<file path="src/design/rptc_pkg.sv">
// ----------------------------------------------------------------------------
// rptc_pkg
// Shared types and constants of the reconfiguration port transfer controller.
// ----------------------------------------------------------------------------
package rptc_pkg;

    // Number of reconfigurable regions with request / executing bits (1..4)
    localparam int NUM_REGIONS  = 4;
    localparam int REGION_W     = 2;
    localparam int MASK_W       = 4;
    localparam logic [MASK_W-1:0] REGION_MASK = MASK_W'((1 << NUM_REGIONS) - 1);

    // Field widths
    localparam int LEVEL_W      = 8;
    localparam int PHASE_W      = 3;
    localparam int TICKS_W      = 32;
    localparam int SPEED_W      = 10;
    localparam int BUS_W        = 8;
    localparam int SIZE_W       = 20;

    // Latency divide: size*8*port rate over port width*tick rate
    localparam int SIZE_SHIFT   = 3;
    localparam int NUM_W        = SIZE_W + SIZE_SHIFT + SPEED_W;
    localparam int DEN_W        = BUS_W + SPEED_W;
    localparam int DIV_STEPS    = NUM_W;
    localparam int DIV_CNT_W    = $clog2(DIV_STEPS + 1);

    // Stream payloads
    localparam int IN_TDATA_W   = 16;
    localparam int OUT_FIELDS_W = 2 + MASK_W + LEVEL_W + REGION_W + PHASE_W + TICKS_W;
    localparam int OUT_TDATA_W  = ((OUT_FIELDS_W + 7) / 8) * 8;

    // Configuration port
    localparam int CFG_IDX_W    = 3;
    localparam int CFG_DATA_W   = SIZE_W;
    localparam logic [CFG_IDX_W-1:0] CFG_PORT_SPEED  = 3'd0;
    localparam logic [CFG_IDX_W-1:0] CFG_PORT_WIDTH  = 3'd1;
    localparam logic [CFG_IDX_W-1:0] CFG_TICK_RATE   = 3'd2;
    localparam logic [CFG_IDX_W-1:0] CFG_REGION_SZ0  = 3'd3;
    localparam logic [CFG_IDX_W-1:0] CFG_REGION_SZ1  = 3'd4;
    localparam logic [CFG_IDX_W-1:0] CFG_REGION_SZ2  = 3'd5;
    localparam logic [CFG_IDX_W-1:0] CFG_REGION_SZ3  = 3'd6;

    localparam logic [SPEED_W-1:0] RST_PORT_SPEED = 10'd100;
    localparam logic [BUS_W-1:0]   RST_PORT_WIDTH = 8'd32;
    localparam logic [SPEED_W-1:0] RST_TICK_RATE  = 10'd100;

    // Handshake phases
    localparam logic [PHASE_W-1:0] PH_INIT = 3'd0;
    localparam logic [PHASE_W-1:0] PH_IDLE = 3'd1;
    localparam logic [PHASE_W-1:0] PH_ACK  = 3'd2;
    localparam logic [PHASE_W-1:0] PH_WAIT = 3'd3;
    localparam logic [PHASE_W-1:0] PH_XFER = 3'd4;

    // Controller to datapath commands
    typedef struct packed {
        logic tick;     // apply one item to the handshake state
        logic start;    // launch the latency divide
        logic finish;   // load the countdown and emit the result
    } t_cmd;

    // Datapath to controller status
    typedef struct packed {
        logic need_div; // the offered item loads the countdown
        logic div_done; // quotient ready
        logic out_free; // output register can take a result this cycle
    } t_sts;

endpackage

</file>
<file path="src/design/rptc_div.sv">
// ----------------------------------------------------------------------------
// rptc_div
// Restoring divider, one quotient bit per cycle, saturating to 32 bits.
// ----------------------------------------------------------------------------
module rptc_div (
    input  logic                          i_clk,
    input  logic                          i_rst_n,
    input  logic                          i_start,
    input  logic [rptc_pkg::NUM_W-1:0]    i_num,
    input  logic [rptc_pkg::DEN_W-1:0]    i_den,
    output logic                          o_done,
    output logic [rptc_pkg::TICKS_W-1:0]  o_quot
);
    import rptc_pkg::*;

    logic [DEN_W-1:0]     r_den;
    logic [DEN_W-1:0]     r_rem;
    logic [NUM_W-1:0]     r_q;
    logic [DIV_CNT_W-1:0] r_cnt;
    logic                 r_busy;
    logic                 r_done;

    logic [DEN_W:0]       rem_sh;
    logic                 ge;
    logic [DEN_W:0]       diff;

    assign rem_sh = {r_rem, r_q[NUM_W-1]};
    assign ge     = (rem_sh >= {1'b0, r_den});
    assign diff   = rem_sh - {1'b0, r_den};

    always_ff @(posedge i_clk) begin
        if (!i_rst_n) begin
            r_busy <= 1'b0;
            r_done <= 1'b0;
            r_cnt  <= '0;
        end else begin
            r_done <= 1'b0;
            if (i_start) begin
                r_busy <= 1'b1;
                r_cnt  <= '0;
            end else if (r_busy) begin
                r_cnt <= r_cnt + 1'b1;
                if (r_cnt == DIV_CNT_W'(DIV_STEPS - 1)) begin
                    r_busy <= 1'b0;
                    r_done <= 1'b1;
                end
            end
        end
    end

    always_ff @(posedge i_clk) begin
        if (i_start) begin
            r_den <= i_den;
            r_rem <= '0;
            r_q   <= i_num;
        end else if (r_busy) begin
            r_rem <= ge ? diff[DEN_W-1:0] : rem_sh[DEN_W-1:0];
            r_q   <= {r_q[NUM_W-2:0], ge};
        end
    end

    assign o_done = r_done;
    // zero divisor or quotient beyond 32 bits: saturate
    assign o_quot = ((r_den == '0) || (r_q[NUM_W-1:TICKS_W] != '0)) ? '1
                                                                     : r_q[TICKS_W-1:0];

endmodule

</file>
<file path="src/design/rptc_datapath.sv">
// ----------------------------------------------------------------------------
// rptc_datapath
// Configuration registers, handshake state, latency divide and result register.
// ----------------------------------------------------------------------------
module rptc_datapath (
    input  logic                              i_clk,
    input  logic                              i_rst_n,
    input  rptc_pkg::t_cmd                    i_cmd,
    output rptc_pkg::t_sts                    o_sts,
    input  logic [rptc_pkg::IN_TDATA_W-1:0]   i_s_tdata,
    input  logic                              i_cfg_we,
    input  logic [rptc_pkg::CFG_IDX_W-1:0]    i_cfg_index,
    input  logic [rptc_pkg::CFG_DATA_W-1:0]   i_cfg_data,
    output logic                              o_m_tvalid,
    input  logic                              i_m_tready,
    output logic [rptc_pkg::OUT_TDATA_W-1:0]  o_m_tdata
);
    import rptc_pkg::*;

    // configuration; every region code has its own size register
    logic [SPEED_W-1:0]  r_port_speed;
    logic [BUS_W-1:0]    r_port_width;
    logic [SPEED_W-1:0]  r_tick_rate;
    logic [SIZE_W-1:0]   r_size [1 << REGION_W];

    // handshake state
    logic [PHASE_W-1:0]  r_phase,  n_phase;
    logic                r_ack,    n_ack;
    logic                r_xfer,   n_xfer;
    logic [MASK_W-1:0]   r_req,    n_req;
    logic [LEVEL_W-1:0]  r_level,  n_level;
    logic [REGION_W-1:0] r_region, n_region;
    logic [TICKS_W-1:0]  r_count,  n_count;

    // result register
    logic                   r_out_valid;
    logic [OUT_TDATA_W-1:0] r_out_data;

    // latency operands
    logic [NUM_W-1:0]    r_num;
    logic [DEN_W-1:0]    r_den;
    logic                div_done;
    logic [TICKS_W-1:0]  quot;

    // input fields
    logic                in_req;
    logic [REGION_W-1:0] in_sched;
    logic [LEVEL_W-1:0]  in_level;
    logic [MASK_W-1:0]   in_busy;
    logic                in_rack;
    logic [SIZE_W-1:0]   cur_size;

    assign in_req   = i_s_tdata[0];
    assign in_sched = i_s_tdata[2:1];
    assign in_level = i_s_tdata[10:3];
    assign in_busy  = i_s_tdata[14:11] & REGION_MASK;
    assign in_rack  = i_s_tdata[15];
    assign cur_size = r_size[r_region];

    always_ff @(posedge i_clk) begin
        if (!i_rst_n) begin
            r_port_speed <= RST_PORT_SPEED;
            r_port_width <= RST_PORT_WIDTH;
            r_tick_rate  <= RST_TICK_RATE;
            for (int k = 0; k < (1 << REGION_W); k++) begin
                r_size[k] <= '0;
            end
        end else if (i_cfg_we) begin
            case (i_cfg_index)
                CFG_PORT_SPEED: r_port_speed <= i_cfg_data[SPEED_W-1:0];
                CFG_PORT_WIDTH: r_port_width <= i_cfg_data[BUS_W-1:0];
                CFG_TICK_RATE:  r_tick_rate  <= i_cfg_data[SPEED_W-1:0];
                CFG_REGION_SZ0: r_size[0]    <= i_cfg_data;
                CFG_REGION_SZ1: r_size[1]    <= i_cfg_data;
                CFG_REGION_SZ2: r_size[2]    <= i_cfg_data;
                CFG_REGION_SZ3: r_size[3]    <= i_cfg_data;
                default: ;
            endcase
        end
    end

    // next handshake state for the offered item
    always_comb begin
        n_phase  = r_phase;
        n_ack    = r_ack && in_req;
        n_xfer   = r_xfer;
        n_req    = r_req;
        n_level  = r_level;
        n_region = r_region;
        n_count  = r_count;
        case (r_phase)
            PH_INIT: n_phase = PH_IDLE;
            PH_IDLE: begin
                if (in_req) begin
                    if (in_busy[r_region]) begin
                        n_ack   = 1'b1;
                        n_phase = PH_ACK;
                    end else begin
                        n_phase = PH_WAIT;
                    end
                end
            end
            PH_ACK: begin
                if (!in_req) begin
                    n_ack    = 1'b0;
                    n_level  = in_level;
                    n_region = in_sched;
                    n_req    = r_req | ((MASK_W'(1) << in_sched) & REGION_MASK);
                    n_xfer   = 1'b1;
                    n_phase  = PH_WAIT;
                end
            end
            PH_WAIT: begin
                if (in_rack) begin
                    n_req   = r_req & ~((MASK_W'(1) << r_region) & REGION_MASK);
                    n_phase = PH_XFER;
                end
            end
            PH_XFER: begin
                if (r_count == '0) begin
                    n_xfer  = 1'b0;
                    n_phase = PH_IDLE;
                end else begin
                    n_count = r_count - 1'b1;
                end
            end
            default: n_phase = PH_INIT;
        endcase
    end

    always_ff @(posedge i_clk) begin
        if (!i_rst_n) begin
            r_phase  <= PH_INIT;
            r_ack    <= 1'b0;
            r_xfer   <= 1'b0;
            r_req    <= '0;
            r_level  <= '0;
            r_region <= '0;
            r_count  <= '0;
        end else if (i_cmd.tick) begin
            r_phase  <= n_phase;
            r_ack    <= n_ack;
            r_xfer   <= n_xfer;
            r_req    <= n_req;
            r_level  <= n_level;
            r_region <= n_region;
            r_count  <= n_count;
        end else if (i_cmd.finish) begin
            r_count  <= quot;
        end
    end

    // latency operands, taken while the region is still the held one
    always_ff @(posedge i_clk) begin
        if (i_cmd.tick) begin
            r_num <= NUM_W'({cur_size, {SIZE_SHIFT{1'b0}}}) * NUM_W'(r_port_speed);
            r_den <= DEN_W'(r_port_width) * DEN_W'(r_tick_rate);
        end
    end

    rptc_div u_div (
        .i_clk   (i_clk),
        .i_rst_n (i_rst_n),
        .i_start (i_cmd.start),
        .i_num   (r_num),
        .i_den   (r_den),
        .o_done  (div_done),
        .o_quot  (quot)
    );

    // result register
    always_ff @(posedge i_clk) begin
        if (!i_rst_n) begin
            r_out_valid <= 1'b0;
        end else if ((i_cmd.tick && !o_sts.need_div) || i_cmd.finish) begin
            r_out_valid <= 1'b1;
        end else if (i_m_tready) begin
            r_out_valid <= 1'b0;
        end
    end

    always_ff @(posedge i_clk) begin
        if (i_cmd.tick && !o_sts.need_div) begin
            r_out_data <= OUT_TDATA_W'({n_count, n_phase, n_region, n_level, n_req,
                                        n_xfer, n_ack});
        end else if (i_cmd.finish) begin
            r_out_data <= OUT_TDATA_W'({quot, r_phase, r_region, r_level, r_req,
                                        r_xfer, r_ack});
        end
    end

    assign o_sts.need_div = (r_phase == PH_WAIT) && in_rack;
    assign o_sts.div_done = div_done;
    assign o_sts.out_free = !r_out_valid || i_m_tready;

    assign o_m_tvalid = r_out_valid;
    assign o_m_tdata  = r_out_data;

endmodule

</file>
<file path="src/design/rptc_ctrl.sv">
// ----------------------------------------------------------------------------
// rptc_ctrl
// Sequencer: takes items, runs the latency divide when one is due.
// ----------------------------------------------------------------------------
module rptc_ctrl (
    input  logic           i_clk,
    input  logic           i_rst_n,
    input  logic           i_s_tvalid,
    output logic           o_s_tready,
    input  rptc_pkg::t_sts i_sts,
    output rptc_pkg::t_cmd o_cmd
);
    import rptc_pkg::*;

    localparam logic [1:0] ST_IDLE  = 2'd0;
    localparam logic [1:0] ST_START = 2'd1;
    localparam logic [1:0] ST_DIV   = 2'd2;

    logic [1:0] r_state, n_state;
    logic       accept;

    assign o_s_tready = (r_state == ST_IDLE) && i_sts.out_free;
    assign accept     = i_s_tvalid && o_s_tready;

    always_comb begin
        n_state      = r_state;
        o_cmd.tick   = 1'b0;
        o_cmd.start  = 1'b0;
        o_cmd.finish = 1'b0;
        case (r_state)
            ST_IDLE: begin
                if (accept) begin
                    o_cmd.tick = 1'b1;
                    if (i_sts.need_div) begin
                        n_state = ST_START;
                    end
                end
            end
            ST_START: begin
                o_cmd.start = 1'b1;
                n_state     = ST_DIV;
            end
            ST_DIV: begin
                if (i_sts.div_done) begin
                    o_cmd.finish = 1'b1;
                    n_state      = ST_IDLE;
                end
            end
            default: n_state = ST_IDLE;
        endcase
    end

    always_ff @(posedge i_clk) begin
        if (!i_rst_n) begin
            r_state <= ST_IDLE;
        end else begin
            r_state <= n_state;
        end
    end

endmodule

</file>
<file path="src/design/reconfig_port_transfer_controller_core.sv">
// ----------------------------------------------------------------------------
// reconfig_port_transfer_controller_core
// Request/acknowledge controller for a reconfiguration port transfer.
// ----------------------------------------------------------------------------
// Each input item is one tick of a five-phase handshake (init, idle, ack,
// wait, transfer); each item yields exactly one result item showing the state
// after that tick. A tick is taken in a cycle when the sequencer is idle and
// the output register is free; unless it loads the countdown, its result
// appears on the next cycle. The item that sees the region acknowledge in wait
// loads the transfer countdown with size*8*port_speed / (port data width *
// sim_clock_speed), saturated to 32 bits; that quotient comes from a restoring
// divider producing one bit per cycle after a start step, and the input is
// held off from acceptance of such an item until the quotient is loaded into
// the countdown and the result register. Configuration writes are always ready
// and are registered; write them only while no item is in flight.
// ----------------------------------------------------------------------------
module reconfig_port_transfer_controller_core (
    input  logic                              i_clk,
    input  logic                              i_rst_n,
    // input item: [0] ctrl_request, [2:1] scheduled_region, [10:3] source_level,
    // [14:11] region_busy_mask, [15] region_ack
    input  logic                              i_s_tvalid,
    output logic                              o_s_tready,
    input  logic [rptc_pkg::IN_TDATA_W-1:0]   i_s_tdata,
    // result item: [0] ctrl_ack, [1] busy_transferring, [5:2] region_request_mask,
    // [13:6] latched_level, [15:14] latched_region, [18:16] phase,
    // [50:19] ticks_left, [55:51] zero
    output logic                              o_m_tvalid,
    input  logic                              i_m_tready,
    output logic [rptc_pkg::OUT_TDATA_W-1:0]  o_m_tdata,
    // register writes
    input  logic                              i_cfg_valid,
    output logic                              o_cfg_ready,
    input  logic [rptc_pkg::CFG_IDX_W-1:0]    i_cfg_index,
    input  logic [rptc_pkg::CFG_DATA_W-1:0]   i_cfg_data
);
    import rptc_pkg::*;

    t_cmd cmd;
    t_sts sts;

    // registers are plain flops: take every write at once
    assign o_cfg_ready = 1'b1;

    rptc_ctrl u_ctrl (
        .i_clk      (i_clk),
        .i_rst_n    (i_rst_n),
        .i_s_tvalid (i_s_tvalid),
        .o_s_tready (o_s_tready),
        .i_sts      (sts),
        .o_cmd      (cmd)
    );

    rptc_datapath u_datapath (
        .i_clk       (i_clk),
        .i_rst_n     (i_rst_n),
        .i_cmd       (cmd),
        .o_sts       (sts),
        .i_s_tdata   (i_s_tdata),
        .i_cfg_we    (i_cfg_valid),
        .i_cfg_index (i_cfg_index),
        .i_cfg_data  (i_cfg_data),
        .o_m_tvalid  (o_m_tvalid),
        .i_m_tready  (i_m_tready),
        .o_m_tdata   (o_m_tdata)
    );

endmodule

</file>
<file path="config.mk">
export PLATFORM = sky130hd
export DESIGN_NAME = reconfig_port_transfer_controller_core
export DESIGN_NICKNAME = d
export VERILOG_FILES = /design/src/design/rptc_pkg.sv /design/src/design/rptc_div.sv /design/src/design/rptc_datapath.sv /design/src/design/rptc_ctrl.sv /design/src/design/reconfig_port_transfer_controller_core.sv
export SDC_FILE = /design/constraint.sdc
export NUM_CORES = 1
export LEC_CHECK = 0
export ABC_AREA = 1
export BUFFER_PORTS_ARGS = -buffer_cell sky130_fd_sc_hd__buf_2
export CAP_MARGIN = 30
export CORE_AREA = 2 2 271 273
export CTS_CLUSTER_DIAMETER = 30
export DETAILED_ROUTE_END_ITERATION = 8
export DIE_AREA = 0 0 273 275
export GPL_ROUTABILITY_DRIVEN = 0
export SYNTH_ARGS = -nofsm -noshare
export SYNTH_HDL_FRONTEND = slang
export SYNTH_SLANG_ARGS = --single-unit
</file>
<file path="constraint.sdc">
create_clock -name i_clk -period 5.1 [get_ports i_clk]
set_clock_uncertainty 0.2 [all_clocks]
set_input_delay 0.255 -clock i_clk [delete_from_list [all_inputs] [get_ports i_clk]]
set_output_delay 0.255 -clock i_clk [all_outputs]
set_load 0.03 [all_outputs]
</file>
=== Yosys cells after proc, flatten, opt, wreduce, memory -nomap -nowiden ===
Memory sizes are Yosys's and may differ from the RTL's. A register that Yosys moved wholly into a read port is not among the register bits.
Index checks and enable logic that the tools add are counted.

* Bits in writable memories: 80
* Output and inout bits: 59
* Memories: 1
* Bits of input ports: 44
* Logic and storage cells: 152
* Flip-flop bits (word level): 258

* Bitwise gates (word level): 9
* Eq/ne operators: 16
* $mul: 2
* Shift-type cells: 2
* Add/subtract/negate cells: 3
* Order comparisons: 2
* Reductions and logical operators: 25
* Muxes and demuxes: 70

{| class="wikitable"
|+ Memories
! memory !! words !! bits a word !! rd ports !! clocked after Yosys merged registers in !! write ports !! RTL line !! text
|-
| u_datapath.r_size || 4 || 20 || 1 || 1 || 4 || rptc_datapath.sv:24 || <nowiki>logic [SIZE_W-1:0] r_size [1 << REGION_W];</nowiki>
|}

{| class="wikitable"
|+ Operator list
! operator !! count
|-
| 32-bit 2-to-1 mux || 5
|-
| 51-bit 2-to-1 mux || 2
|-
| 20-bit 2-to-1 mux || 4
|-
| 33-bit 2-to-1 mux || 2
|-
| 1-bit 2-to-1 mux || 35
|-
| 32-bit zero test || 1
|-
| 32-bit by 1-bit subtractor with 32-bit output (second input constant) || 1
|-
| 20-bit by 10-bit multiplier with 30-bit output || 1
|-
| 19-bit by 18-bit >= comparator with 1-bit output || 1
|-
| 18-bit zero test || 1
|-
| 8-bit by 10-bit multiplier with 18-bit output || 1
|-
| 18-bit 2-to-1 mux || 1
|-
| 18-bit subtractor || 1
|-
| 8-bit 2-to-1 mux || 2
|-
| 3-bit case mux with 5 select lines || 1
|-
| 2-bit 2-to-1 mux || 7
|-
| 3-bit by 2-bit equality test with 1-bit output (second input constant) || 4
|-
| 3-bit equality test (second input constant) || 4
|-
| 3-bit 2-to-1 mux || 4
|-
| 4-bit 2-to-1 mux || 2
|-
| 4-bit case mux with 2 select lines || 1
|-
| 2-bit nonzero test || 4
|-
| 1-bit by 2-bit << shifter with 4-bit output (first input constant) || 2
|-
| 6-bit by 1-bit adder with 6-bit output (second input constant) || 1
|-
| other kinds (23) || 41
|}

=== Longest topological paths before layout ===
* Depth in word-level cells: 9
* Gate-level depth with buffers: 32

=== Cells and area by module ===
From an unflattened synthesis, not the netlist that was laid out.

* Cell total of the unflattened synthesis: 3,161
* Area, all modules: 25,619.6 µm²

{| class="wikitable"
|+ Modules (own cells, without submodules)
! module !! cells an instance !! area each (µm²) !! instances
|-
| rptc_datapath || 2,556 || 20,871.3 || 1
|-
| rptc_div || 585 || 4,621.9 || 1
|-
| rptc_ctrl || 18 || 115.1 || 1
|-
| reconfig_port_transfer_controller_core || 2 || 11.3 || 1
|}

=== Worst setup path before layout ===
Ideal clock, no wire load.

* Kind: register to register
* Start: register (tool-made name)
* End: register u_datapath.r_num[31] (data pin)
* Data required time: 4.642 ns
* Slack: -0.485 ns
* Data arrival time: 5.127 ns
* Clock period less this slack: 5.585 ns
* Setup time: 0.258 ns
* Buffers on the path: 2
* Stages on the path, launching flop included: 31
* Cells stage by stage: dfxtp_1 clkbuf_1 inv_1 clkbuf_1 nand2_1 nand3_1 nand2_1 inv_1 nand2_1 fa_1 inv_1 fa_1 inv_1 fa_1 inv_1 fa_1 inv_1 fa_1 inv_1 ha_1 nand2_1 nor2_1 inv_1 nor2_1 nand4_1 nand3_1 nand2_1 inv_1 nor2_1 nand2_1 nand2_1

{| class="wikitable"
|+ RTL lines
! what !! RTL line !! text
|-
| end signal, assigned || rptc_datapath.sv:156 || <nowiki>r_num <= NUM_W'({cur_size, {SIZE_SHIFT{1'b0}}}) * NUM_W'(r_port_speed);</nowiki>
|-
| end, declared || rptc_datapath.sv:40 || <nowiki>logic [NUM_W-1:0] r_num;</nowiki>
|}

==> metrics.cfg <==
[route]
ant_nets=0
dr.pass1.iters=6
wire_per_inst_um=14.7
drt_iter0_drc=1194
vias_per_cell=4.72
drc=0
via_count=20589
routed_wl_um=64300

[worst_setup_path]
worstPathRequired_ps=5240
path_max_fanout=10
path_class=reg -> reg
crit_path_end_kind=flop
crit_buf_inv=7
crit_family=adder cells
start_kind=flop
crit_arrival_ps=5570
cp_cell_sequence=inv_8 -> buf_12 -> nand2_1 -> nand3_2 -> nand2_4 -> buf_4 -> buf_4 -> nor2_4 -> fa_1 -> fa_1 -> inv_1 -> fa_1 -> fa_1 -> fa_1 -> inv_1 -> ha_4 -> a21o_1 -> a21oi_2 -> nand2_1 -> buf_4 -> a31o_2 -> xor2_1
cp_slowest_stage_delay_ps=560
path_common_cell=fa_1
cp_slowest_cell=fa_1

[status]
failed_checks=setup timing
status=finished, violations left

[sta]
max_freq_ghz=0.184
period_minus_slack_ps=5420
setup_slack_ps=-322
period_share_pct=106
rsz0062_at_grt=true
setup-violations-final=21
timing.final.max_slew_violations=0
worst_pin_slew_ps=1010
slew_headroom_pct=32.2
hold_viol=0

[synthesis]
netlist_area_um2=25000
synth_edf_count=230
avgSynthCellArea_um2=8.16
seq_area_frac_synth_pct=36.4
synth_area_leaders=edfxtp_1 28%, fa_1 15%, nand2_1 12%
ys_types=48
ys_warn_count=0
synth_top_area_cell=edfxtp_1
synth-main-ff-cell=edfxtp_1
netlist_instances=3064
synth_top_area_share_pct=27.6
ys_ff_latch=340
async_flop_share_pct=0

[global_routing]
grt_pass1_vias=20557
antenna_found_initial=0
grt_usage_pct=17.3
grt_pass1_wl_um=105000
grt_start_max_net_pins=55
grt_overflow=0

[cells_and_area]
utilization_pct=43.8
area.growth.synth_to_final_pct=26.7
diodes=0
fin_area_um2=31700
final_common_cell=nand2_1
mostFrequentLayoutCells=740 x nand2_1, 436 x inv_1, 340 x nor2_1, 230 x edfxtp_1, 189 x fa_1
drive_gt1_share_pct=17.9
nets=3701

[power_and_ir_drop]
p_leak_nw=15.0
power.density_nw_per_um2=418
ir_drop_v=0.000268

[floorplanning]
io_pins=103
die_x_um=273
start_util_pct=34.5
rows=99
die_y_um=275
floorplan.core_area_um2=72300
die_area_um2=75100

[cts]
clk_pin_slew_ps=50
clk_path_buf_depth=3
cts_sinks=340
clk-insertion-delay-late_ps=600
root_buffer=clkbuf_16
htreeDepth=3
cts_tree=built
numCtsBuffers=76

[placed_design]
port_buffers=96
dpl_cell_area_um2=27700
dp_hpwl_um=46900

[flow_run]
maxCapViolCount=0

[hold_path]
min_path_type=in -> reg

kinds of logic after synthesis:
logic type / synth area share (%)
simple gates: 23.0
flops: 36.4
fa+ha+maj: 21.6
xor+xnor: 2.28
buf+inv: 9.56
other cells: 0.0300
compound gates: 7.10
state kept, by name (all words and copies together), names as in the netlist, named ones only:
name,cells
u_ctrl.r_state,2
u_datapath.o_m_tdata,51
u_datapath.o_m_tvalid,1
u_datapath.r_ack,1
u_datapath.r_count,32
u_datapath.r_den,18
u_datapath.r_level,8
u_datapath.r_num,30
u_datapath.r_phase,3
u_datapath.r_port_speed,10
u_datapath.r_port_width,8
u_datapath.r_region,2
u_datapath.r_req,4
u_datapath.r_size,80
u_datapath.r_tick_rate,10
u_datapath.r_xfer,1
u_datapath.u_div.o_done,1
u_datapath.u_div.r_busy,1
u_datapath.u_div.r_cnt,6
u_datapath.u_div.r_den,18
u_datapath.u_div.r_q,33
u_datapath.u_div.r_rem,18
cells in the mapped netlist (all sizes together), types with 10 or more instances:
library cell  count
nand3           161
o22ai            11
nand2           791
buf              38
o211ai           10
xnor2            19
ha              125
edfxtp          230
inv             472
dfxtp           110
fa              191
nor2            374
and2             11
xor2             46
nor3             24
nand4            14
clkbuf           87
a21oi           135
o31ai            12
o21ai           134
nand3b           26
area by class of cell:
cell class              count  area, µm²
clock buffers              90       2000
clock inverters            49        662
fillers                  7124      40700
inverters                 478       1820
multi-input cells        2125      14300
flip-flops and latches    340       9110
well taps                 959       1200
repair buffers            320       2560
per-stage QoR:
| step | total power, W | setup slack, ps | setup TNS (ps) | hold WS [ps] | std cells |
|---|---|---|---|---|---|
| CTS | 0.0131 | -222 | -2250 | 20.8 | 4341 |
| floorplan | 0.00615 | -58.5 | -76.3 | 185 | 3068 |
| finish | 0.0132 | -322 | -4140 | 46.5 | 4361 |
| global placement | 0.00755 | -355 | -4820 | 201 | 4149 |
| global route | 0.0141 | -587 | -9080 | 73.9 | 4361 |
| detailed placement | 0.00760 | -391 | -6020 | 205 | 4154 |
final timing paths:
path	start	endpoint	slack (ps)	cells past startpoint
setup reg to reg	flop	u_datapath.r_num[15]$_DFFE_PP_	-320	22
hold / removal	i_cfg_index[2]	u_datapath.r_size[0][1]$_SDFFCE_PN0P_	50	4
hold reg to reg	u_datapath.r_den[14]$_DFFE_PP_	u_datapath.u_div.r_den[14]$_DFFE_PP_	200	0
setup / recovery	flop	u_datapath.r_num[15]$_DFFE_PP_	-320	22
where the power goes:
part           internal, W  switching (W)
clock network      0.00338        0.00161
logic              0.00216        0.00271
registers          0.00329      0.0000806
total              0.00883        0.00440
routing by layer:
| layer | global-route usage, % | wire length, µm | up-vias | part of all wire [%] |
|---|---|---|---|---|
| met2 | 29.2 | 30000 | 520 | 47 |
| met5 | 0 | 0 | - | 0 |
| li1 | - | - | 10242 | - |
| met1 | 22.9 | 29300 | 9724 | 46 |
| met3 | 2.53 | 3430 | 103 | 5.3 |
| met4 | 5.55 | 1620 | 0 | 2.5 |
worst min-delay path: stages:
cell	delay [ps]
buf_2	90
nor2_1	50
inv_1	140
o31ai_4	120
what timing repair did:
action | 4_1_cts | 5_1_grt
pin swaps | 14 | 35
endpoints found under the hold margin | 137 | 0
gates cloned | 1 | 2
buffers inserted | 9 | 17
endpoints found under the setup margin | 21 | 23
hold buffers | 38 | 0
resized for setup | 97 | 58
(Power assumes the default switching activity.)
